--- src/adaptive_spike_detector_defines.svh ---
// ----------------------------------------------------------------------------
// Adaptive spike detector assertion macros
// Concurrent assertion wrappers on i_clk (ASD_ASSERT also disabled in i_rst_n reset); empty under NO_ASSERTIONS.
// ----------------------------------------------------------------------------
`ifndef ADAPTIVE_SPIKE_DETECTOR_DEFINES_SVH
`define ADAPTIVE_SPIKE_DETECTOR_DEFINES_SVH

`ifndef NO_ASSERTIONS
`define ASD_ASSERT(label, prop, msg) \
    label: assert property (@(posedge i_clk) disable iff (!i_rst_n) prop) else $error(msg);
`define ASD_ASSERT_ALWAYS(label, prop, msg) \
    label: assert property (@(posedge i_clk) prop) else $error(msg);
`else
`define ASD_ASSERT(label, prop, msg)
`define ASD_ASSERT_ALWAYS(label, prop, msg)
`endif

`endif

--- src/asd_pkg.sv ---
// ----------------------------------------------------------------------------
// Adaptive spike detector package
// Shared types, register map and reset constants.
// ----------------------------------------------------------------------------
`timescale 1ns / 1ps

package asd_pkg;

    localparam int SAMPLE_BITS_DEF = 24;

    localparam int MARKER_BITS = 16;
    localparam int REFR_BITS   = 12;
    localparam int RATIO_BITS  = 12;
    localparam int DECAY_BITS  = 16;

    localparam int APB_ADDR_BITS = 4;
    localparam int APB_DATA_BITS = 32;

    localparam logic [1:0] REG_MARKER = 2'd0;
    localparam logic [1:0] REG_REFR   = 2'd1;
    localparam logic [1:0] REG_RATIO  = 2'd2;
    localparam logic [1:0] REG_DECAY  = 2'd3;

    localparam logic [MARKER_BITS-1:0] MARKER_RST = 16'd1;
    localparam logic [REFR_BITS-1:0]   REFR_RST   = 12'd240;
    localparam logic [RATIO_BITS-1:0]  RATIO_RST  = 12'd128;
    localparam logic [DECAY_BITS-1:0]  DECAY_RST  = 16'd63627;

    typedef struct packed {
        logic [MARKER_BITS-1:0] spike_marker;
        logic [REFR_BITS-1:0]   refractory_samples;
        logic [RATIO_BITS-1:0]  ratio_q8;
        logic [DECAY_BITS-1:0]  decay_q16;
    } t_cfg;

endpackage

--- src/asd_cfg.sv ---
// ----------------------------------------------------------------------------
// Adaptive spike detector configuration registers
// APB register file holding marker, refractory length, ratio and decay.
// ----------------------------------------------------------------------------
`timescale 1ns / 1ps

module asd_cfg import asd_pkg::*; (
    input  logic                     i_clk,
    input  logic                     i_rst_n,
    input  logic                     psel,
    input  logic                     penable,
    input  logic                     pwrite,
    input  logic [APB_ADDR_BITS-1:0] paddr,
    input  logic [APB_DATA_BITS-1:0] pwdata,
    output logic [APB_DATA_BITS-1:0] prdata,
    output logic                     pready,
    output t_cfg                     o_cfg
);

    t_cfg       r_cfg;
    logic       w_wr;
    logic [1:0] w_idx;

    assign pready = 1'b1;
    assign w_wr   = psel & penable & pwrite;
    assign w_idx  = paddr[APB_ADDR_BITS-1:2];

    always_ff @(posedge i_clk) begin
        if (!i_rst_n) begin
            r_cfg.spike_marker       <= MARKER_RST;
            r_cfg.refractory_samples <= REFR_RST;
            r_cfg.ratio_q8           <= RATIO_RST;
            r_cfg.decay_q16          <= DECAY_RST;
        end else if (w_wr) begin
            case (w_idx)
                REG_MARKER: r_cfg.spike_marker       <= pwdata[MARKER_BITS-1:0];
                REG_REFR:   r_cfg.refractory_samples <= pwdata[REFR_BITS-1:0];
                REG_RATIO:  r_cfg.ratio_q8           <= pwdata[RATIO_BITS-1:0];
                REG_DECAY:  r_cfg.decay_q16          <= pwdata[DECAY_BITS-1:0];
                default: ;
            endcase
        end
    end

    always_comb begin
        case (w_idx)
            REG_MARKER: prdata = APB_DATA_BITS'(r_cfg.spike_marker);
            REG_REFR:   prdata = APB_DATA_BITS'(r_cfg.refractory_samples);
            REG_RATIO:  prdata = APB_DATA_BITS'(r_cfg.ratio_q8);
            REG_DECAY:  prdata = APB_DATA_BITS'(r_cfg.decay_q16);
            default:    prdata = '0;
        endcase
    end

    assign o_cfg = r_cfg;

endmodule

--- src/asd_core.sv ---
// ----------------------------------------------------------------------------
// Adaptive spike detector core
// Detection state and the combinational judge of the held sample.
// ----------------------------------------------------------------------------
`timescale 1ns / 1ps
`include "adaptive_spike_detector_defines.svh"

module asd_core import asd_pkg::*; #(
    parameter int SAMPLE_BITS = SAMPLE_BITS_DEF
) (
    input  logic                          i_clk,
    input  logic                          i_rst_n,
    input  logic                          i_step,
    input  logic signed [SAMPLE_BITS-1:0] i_sample,
    input  logic signed [SAMPLE_BITS-1:0] i_threshold,
    input  logic                          i_start,
    input  t_cfg                          i_cfg,
    output logic                          o_emit,
    output logic                          o_spike
);

    localparam int CW = SAMPLE_BITS + 2;
    localparam int PW = SAMPLE_BITS + 13;
    localparam int DW = SAMPLE_BITS + DECAY_BITS;

    logic signed [SAMPLE_BITS-1:0] r_held_s, n_held_s;
    logic signed [SAMPLE_BITS-1:0] r_held_t, n_held_t;
    logic                          r_have_held, n_have_held;
    logic                          r_searching, n_searching;
    logic [REFR_BITS-1:0]          r_skip_left, n_skip_left;
    logic signed [SAMPLE_BITS-1:0] r_last_amp, n_last_amp;

    logic signed [CW-1:0]          w_s2, w_t3;
    logic signed [PW-1:0]          w_ls, w_lr;
    logic                          w_cand, w_amp_ok, w_hit, w_neg;
    logic [SAMPLE_BITS-1:0]        w_mag, w_dmag;
    logic [DW-1:0]                 w_dprod;
    logic signed [SAMPLE_BITS-1:0] w_decayed;

    // 2*s > 3*t and s > next
    assign w_s2   = {r_held_s[SAMPLE_BITS-1], r_held_s, 1'b0};
    assign w_t3   = {{2{r_held_t[SAMPLE_BITS-1]}}, r_held_t}
                  + {r_held_t[SAMPLE_BITS-1], r_held_t, 1'b0};
    assign w_cand = (w_s2 > w_t3) && (r_held_s > i_sample);

    // 256*s > ratio*amp
    assign w_ls     = {{5{r_held_s[SAMPLE_BITS-1]}}, r_held_s, 8'b0};
    assign w_lr     = PW'(r_last_amp) * PW'($signed({1'b0, i_cfg.ratio_q8}));
    assign w_amp_ok = (r_last_amp == '0) || (w_ls > w_lr);

    // magnitude decay, sign kept
    assign w_neg     = r_last_amp[SAMPLE_BITS-1];
    assign w_mag     = w_neg ? (SAMPLE_BITS'(0) - r_last_amp) : r_last_amp;
    assign w_dprod   = DW'(w_mag) * DW'(i_cfg.decay_q16);
    assign w_dmag    = w_dprod[DW-1:DECAY_BITS];
    assign w_decayed = w_neg ? (SAMPLE_BITS'(0) - w_dmag) : w_dmag;

    assign w_hit = !i_start && r_have_held && (r_skip_left == '0) && r_searching
                && w_cand && w_amp_ok;

    always_comb begin
        n_searching = r_searching;
        n_skip_left = r_skip_left;
        n_last_amp  = r_last_amp;
        if (i_start) begin
            n_searching = 1'b1;
            n_skip_left = '0;
            n_last_amp  = '0;
        end else if (r_have_held) begin
            if (r_skip_left != '0) begin
                n_skip_left = r_skip_left - 1'b1;
            end else if (!r_searching) begin
                if (r_held_s < r_held_t) begin
                    n_searching = 1'b1;
                end
            end else if (w_cand) begin
                if (w_amp_ok) begin
                    n_last_amp  = r_held_s;
                    n_searching = 1'b0;
                    n_skip_left = i_cfg.refractory_samples;
                end else begin
                    n_last_amp = w_decayed;
                end
            end
        end
        n_held_s    = i_sample;
        n_held_t    = i_threshold;
        n_have_held = 1'b1;
    end

    always_ff @(posedge i_clk) begin
        if (!i_rst_n) begin
            r_held_s    <= '0;
            r_held_t    <= '0;
            r_have_held <= 1'b0;
            r_searching <= 1'b1;
            r_skip_left <= '0;
            r_last_amp  <= '0;
        end else if (i_step) begin
            r_held_s    <= n_held_s;
            r_held_t    <= n_held_t;
            r_have_held <= n_have_held;
            r_searching <= n_searching;
            r_skip_left <= n_skip_left;
            r_last_amp  <= n_last_amp;
        end
    end

    assign o_emit  = r_have_held;
    assign o_spike = w_hit;

    `ASD_ASSERT(a_skip_not_searching, (r_skip_left != '0) |-> !r_searching, "refractory while searching")
    `ASD_ASSERT(a_spike_arms_refr, (i_step && w_hit) |=> (!r_searching && r_last_amp == $past(r_held_s)), "spike did not update state")

endmodule

--- src/adaptive_spike_detector.sv ---
// ----------------------------------------------------------------------------
// Adaptive spike detector
// Delayed-decision spike marker with adaptive amplitude gate and refractory.
// ----------------------------------------------------------------------------
// Result path: a sample's result is loaded into the output register when the
//   following item steps out of the input register (input -> held -> result register).
// Throughput: one item per cycle while m_axis_tready does not stall the output; the judge is combinational.
// Reset: synchronous active low; state cleared, registers to defaults.
`timescale 1ns / 1ps
`include "adaptive_spike_detector_defines.svh"

module adaptive_spike_detector import asd_pkg::*; #(
    parameter int SAMPLE_BITS = SAMPLE_BITS_DEF
) (
    input  logic                     i_clk,
    input  logic                     i_rst_n,
    input  logic                     s_axis_tvalid,
    output logic                     s_axis_tready,
    // [SB-1:0] sample_value, [2*SB-1:SB] threshold_value, zero pad above
    input  logic [((2*SAMPLE_BITS+7)/8)*8-1:0] s_axis_tdata,
    // [0] record_start
    input  logic                     s_axis_tuser,
    output logic                     m_axis_tvalid,
    input  logic                     m_axis_tready,
    // [15:0] marker_out
    output logic [MARKER_BITS-1:0]   m_axis_tdata,
    // [0] spike_found
    output logic                     m_axis_tuser,
    input  logic                     psel,
    input  logic                     penable,
    input  logic                     pwrite,
    input  logic [APB_ADDR_BITS-1:0] paddr,
    input  logic [APB_DATA_BITS-1:0] pwdata,
    output logic [APB_DATA_BITS-1:0] prdata,
    output logic                     pready
);

    t_cfg                          w_cfg;
    logic                          r_in_valid;
    logic signed [SAMPLE_BITS-1:0] r_in_s, r_in_t;
    logic                          r_in_start;
    logic                          r_out_valid;
    logic [MARKER_BITS-1:0]        r_out_marker;
    logic                          r_out_spike;
    logic                          w_advance, w_emit, w_spike;

    asd_cfg u_cfg (
        .i_clk   (i_clk),
        .i_rst_n (i_rst_n),
        .psel    (psel),
        .penable (penable),
        .pwrite  (pwrite),
        .paddr   (paddr),
        .pwdata  (pwdata),
        .prdata  (prdata),
        .pready  (pready),
        .o_cfg   (w_cfg)
    );

    assign w_advance     = r_in_valid && (!r_out_valid || m_axis_tready);
    assign s_axis_tready = !r_in_valid || w_advance;

    always_ff @(posedge i_clk) begin
        if (!i_rst_n) begin
            r_in_valid <= 1'b0;
        end else if (s_axis_tready) begin
            r_in_valid <= s_axis_tvalid;
        end
    end

    always_ff @(posedge i_clk) begin
        if (s_axis_tready && s_axis_tvalid) begin
            r_in_s     <= s_axis_tdata[SAMPLE_BITS-1:0];
            r_in_t     <= s_axis_tdata[2*SAMPLE_BITS-1:SAMPLE_BITS];
            r_in_start <= s_axis_tuser;
        end
    end

    asd_core #(
        .SAMPLE_BITS (SAMPLE_BITS)
    ) u_core (
        .i_clk       (i_clk),
        .i_rst_n     (i_rst_n),
        .i_step      (w_advance),
        .i_sample    (r_in_s),
        .i_threshold (r_in_t),
        .i_start     (r_in_start),
        .i_cfg       (w_cfg),
        .o_emit      (w_emit),
        .o_spike     (w_spike)
    );

    always_ff @(posedge i_clk) begin
        if (!i_rst_n) begin
            r_out_valid <= 1'b0;
        end else if (w_advance) begin
            r_out_valid <= w_emit;
        end else if (m_axis_tready) begin
            r_out_valid <= 1'b0;
        end
    end

    always_ff @(posedge i_clk) begin
        if (w_advance && w_emit) begin
            r_out_marker <= w_spike ? w_cfg.spike_marker : '0;
            r_out_spike  <= w_spike;
        end
    end

    assign m_axis_tvalid = r_out_valid;
    assign m_axis_tdata  = r_out_marker;
    assign m_axis_tuser  = r_out_spike;

    `ASD_ASSERT(a_no_marker, (r_out_valid && !r_out_spike) |-> r_out_marker == '0, "stray marker")
    `ASD_ASSERT(a_out_from_step, $rose(r_out_valid) |-> $past(w_advance), "result without step")
    `ASD_ASSERT_ALWAYS(a_stall_has_item, !s_axis_tready |-> r_in_valid, "stall while empty")

endmodule

--- config.mk ---
export PLATFORM = sky130hd
export DESIGN_NAME = adaptive_spike_detector
export DESIGN_NICKNAME = d
export VERILOG_FILES = /design/src/asd_pkg.sv /design/src/asd_cfg.sv /design/src/asd_core.sv /design/src/adaptive_spike_detector.sv
export VERILOG_INCLUDE_DIRS = /design/src /design/src/src
export SDC_FILE = /design/constraint.sdc
export NUM_CORES = 2
export LEC_CHECK = 0
export ABC_AREA = 1
export BUFFER_PORTS_ARGS = -buffer_cell sky130_fd_sc_hd__buf_2
export CORE_MARGIN = 1
export CORE_UTILIZATION = 45
export DETAILED_ROUTE_END_ITERATION = 8
export GPL_TIMING_DRIVEN = 0
export PLACE_DENSITY = 0.69
export SYNTH_ARGS = -nofsm -noshare
export SYNTH_HDL_FRONTEND = slang
export SYNTH_HIERARCHICAL = 1
export SYNTH_SLANG_ARGS = --single-unit
--- constraint.sdc ---
create_clock -name i_clk -period 9.87 [get_ports i_clk]
set_clock_uncertainty 0.05 [all_clocks]
set_input_delay 0.4935 -clock i_clk [delete_from_list [all_inputs] [get_ports i_clk]]
set_output_delay 0.4935 -clock i_clk [all_outputs]
set_load 0.1 [all_outputs]
==> metrics.md <==
| Metric | Value |
|---|---|
| Worst skew pair latency | `530 ps` |
| Critical Path Start Type | `flip-flop` |
| Clock Power Share | `0.319` |
| Final-report hold violation count | `0` |
| Crit end category | `flip-flop` |
| CTS tree | `yes` |
| Die area | `81900 um^2` |
| 1st-pass router iterations | `5` |
| P per Cell Area | `67.8 nW/um^2` |
| Cell variety after synth | `61` |
| Share of layout cells above drive strength 1 | `0.0616` |
| Synth warn | `6` |
| Family with the most delay on the worst path | `adder cells` |
| Worst-Margin Slew | `916 ps` |
| RePlAce Congestion | `0.995` |
| Via count | `31506` |
| Reg clk slew, reported paths | `70 ps` |
| Hold crit path type | `in2reg` |
| Initial antenna violation count | `0` |
| Reg power frac | `0.369` |
| DRC errors left | `0` |
| Status | `completed` |
| First-pass GRT wire length | `176000 um` |
| Post-DP HPWL | `91300 um` |
| Htree depth | `1` |
| Post-synth ARST share | `0` |
| Post-CTS Repair Setup Buffers | `0` |
| Via-to-Cell Ratio | `5.21` |
| Initial Util | `0.457` |
| Slew Viols, Final | `0` |
| Routed Antenna Nets | `0` |
| Met1 Use GR | `0.372` |
| Peak VDD IR | `161 uV` |
| Leak | `0.0209 uW` |
| Worst R2R Setup Slack | `480 ps` |
| Root Buffer | `clkbuf_16` |
| Final Worst Setup Slack | `476 ps` |
| Die width | `286 um` |
| First DRT Iteration DRCs | `2753` |
| Cell area after synthesis | `36300 um^2` |
| FF+latch area | `4860 um^2` |
| Dpl ws | `-476 ps` |
| Syn avg cell area | `7.51 um^2` |
| Area Overhead vs Synth | `7.48%` |
| GR Util met3 | `0.0407` |
| Buffers on Ports | `108` |
| Min cycle time layout | `9390 ps` |
| Register area share after synthesis | `0.134` |
| Cells after Synth | `4839` |
| Pin count of the biggest net entering global routing | `47` |
| NetSw | `982 uW` |
| CORE AREA | `79500 um^2` |
| Worst Setup EP | `u_core/r_last_amp[15]` |
| CP Class | `reg2reg` |
| Ys flop type | `dfxtp_1` |
| CP max-delay cell | `fa_1` |
| Rows | `103` |
| Period utilization | `0.952` |
| FMAX | `106 MHz` |
| Met2 GRT Util | `0.451` |
| DRT Wirelength | `110000 um` |
| Data arrival, critical path | `9740 ps` |
| Crit path launch | `u_core/r_last_amp[0]` |
| Diodes inserted | `0` |
| Clock sink total | `210` |
| Switching Share | `0.371` |
| Vias in the first global route | `32008` |
| Critical path peak fanout | `10` |
| Global route overflow | `0` |
| Chip height | `286 um` |
| Multi-input logic area | `26400 um^2` |
| Number of flops mapped to enable cells by yosys | `66` |
| Reg2reg end | `u_core/r_last_amp[15]` |
| Hold bufs inserted after CTS | `0` |
| WL per Instance | `18.2 um` |
| Slew headroom | `0.389` |
| Final nets | `5960` |
| MaxCap Viol Count | `0` |
| Synthesis-stage register bit count | `210` |
| Final count of negative-setup-slack endpoints | `0` |
| FF-to-FF path depth | `44` |
| Max Root-Sink Buffers | `3` |
| Crit Reg-Reg Startpoint | `u_core/r_last_amp[0]` |
| Most Crowded Layer GR | `met2` |
| Final Power | `2650 uW` |
| Internal | `1670 uW` |
| Cell mode on critical path | `nand2_1` |
| RSZ-0062 raised after global routing | `false` |
| # IOs | `144` |
| Worst path bufs/invs | `10` |
| Data required, critical path | `10210 ps` |
| Combinational share of power | `0.312` |
| Fillers | `7887` |
| CTS buffer count | `21` |
| CP Depth | `44` |
| Largest stage delay, worst path | `540 ps` |
| GR Util All Layers | `0.275` |
cell type report:
type | count | share of cell area
Tap cell | 1050 | 0.0336
Inverter | 1137 | 0.109
Buffer | 187 | 0.0226
Sequential cell | 210 | 0.125
Multi-Input combinational cell | 3319 | 0.677
Clock inverter | 13 | 0.00400
Timing Repair Buffer | 110 | 0.0146
Clock buffer | 25 | 0.0143
cells in the final DEF, fill, tap and decap left out, drive strengths merged, types with 36 or more instances in the layout:
cell type and instances:
nand4 36, nand2 1147, a21oi 246, buf 178, xor2 41, ha 318, nor2 451, o21ai 129
nand3 163, edfxtp 66, inv 1131, fa 564, clkbuf 144, dfxtp 144, xnor2 44
per-stage QoR:
step                instance area [um^2]  TNS (ps)  hold WS, ps  utilization  std cells
finish                             39100         0         85.6        0.491       6051
global route                       39100         0         69.0        0.491       6051
CTS                                39000         0         64.9        0.491       6052
detailed placement                 38300    -10880          438        0.482       6014
global placement                   38300    -10930          419        0.481       6012
floorplan                          36400         0          397            -       4854
power groups by stage:
| stage | Sequential [uW] | Clock, uW | Combinational, uW |
|---|---|---|---|
| after global routing | 982 | 893 | 916 |
| after detailed placement | 997 | 0 | 804 |
| after floorplan | 976 | 0 | 583 |
| after CTS | 977 | 861 | 811 |
| after global placement | 997 | 0 | 790 |
| final | 978 | 844 | 826 |
cell families (layout without fill, tap and decap cells):
logic type	count (synthesis)	in the layout	share of synthesized area
adders and majority gates	882	882	0.420
AOI/OAI and AO/OA	467	467	0.0716
xor gates and xnor gates	85	85	0.0207
DFF	210	210	0.134
and+or+nand+nor	1868	1868	0.212
buffers and inverters	1325	1472	0.141
other	2	17	0.000207
worst min-delay path by stage:
| stage | startpoint | end | slack [ps] | cells after the start |
|---|---|---|---|---|
| 5_1_grt | s_axis_tdata[9] | r_in_s[9] | 70 | 1 |
| 3_3_place_gp | r_in_t[0] | u_core/r_held_t[0] | 420 | 2 |
| 3_5_place_dp | u_cfg/o_cfg[0] | u_cfg/o_cfg[0] | 440 | 2 |
| 4_1_cts | s_axis_tdata[9] | r_in_s[9] | 60 | 1 |
| 6_report | s_axis_tdata[6] | r_in_s[6] | 90 | 1 |
| 2_1_floorplan | r_in_t[0] | u_core/r_held_t[0] | 400 | 2 |
metal layers:
layer	vias up	part of all wire
met2	1320	0.46
met4	2	0.036
met5	-	0.00056
li1	14804	-
met3	228	0.082
met1	15152	0.42
sequential cells by signal, summed over array words and instances, names as in the netlist:
name	count
u_cfg/o_cfg	56
r_in_s	24
r_in_t	24
u_core/r_held_s	24
u_core/r_held_t	24
u_core/r_last_amp	24
m_axis_tdata	16
u_core/r_skip_left	12
m_axis_tuser	1
m_axis_tvalid	1
r_in_start	1
r_in_valid	1
u_core/o_emit	1
u_core/r_searching	1
worst reg2reg max path: cells and delay by family, from the launching register on:
kind	cells	cell delay [ps]
AO/OA/AOI/OAI	1	50
XOR/XNOR	1	190
adder cells (fa/ha/maj)	8	3720
buffers and inverters	10	1550
flip-flops	1	470
AND/OR/NAND/NOR	24	3210
synth_stat cells, types with 11 or more instances:
library cell,n,area share
or2_2,13,0.0022
edfxtp_1,66,0.055
ha_1,318,0.11
nor4_1,13,0.0022
nand4_1,35,0.0060
o21ai_0,120,0.017
nand2_1,1117,0.12
buf_1,20,0.0021
o211ai_1,15,0.0031
xnor2_1,44,0.011
nand3b_1,11,0.0023
o21bai_1,12,0.0025
nor2_1,437,0.045
inv_1,1114,0.12
inv_2,14,0.0014
xor2_1,40,0.0096
a31oi_1,17,0.0029
nand3_1,158,0.022
nand2_2,30,0.0052
clkbuf_1,120,0.012
nor3_1,23,0.0032
buf_4,24,0.0050
a21oi_1,243,0.033
dfxtp_1,144,0.079
fa_1,564,0.31
buf_2,18,0.0025
repair_timing:
item,4_1_cts,5_1_grt
pin swaps,0,0
endpoints found under the setup margin,50,52
hold endpoints to repair,0,0
gates resized for setup,7,19
Power figures use the tool's default switching activity.
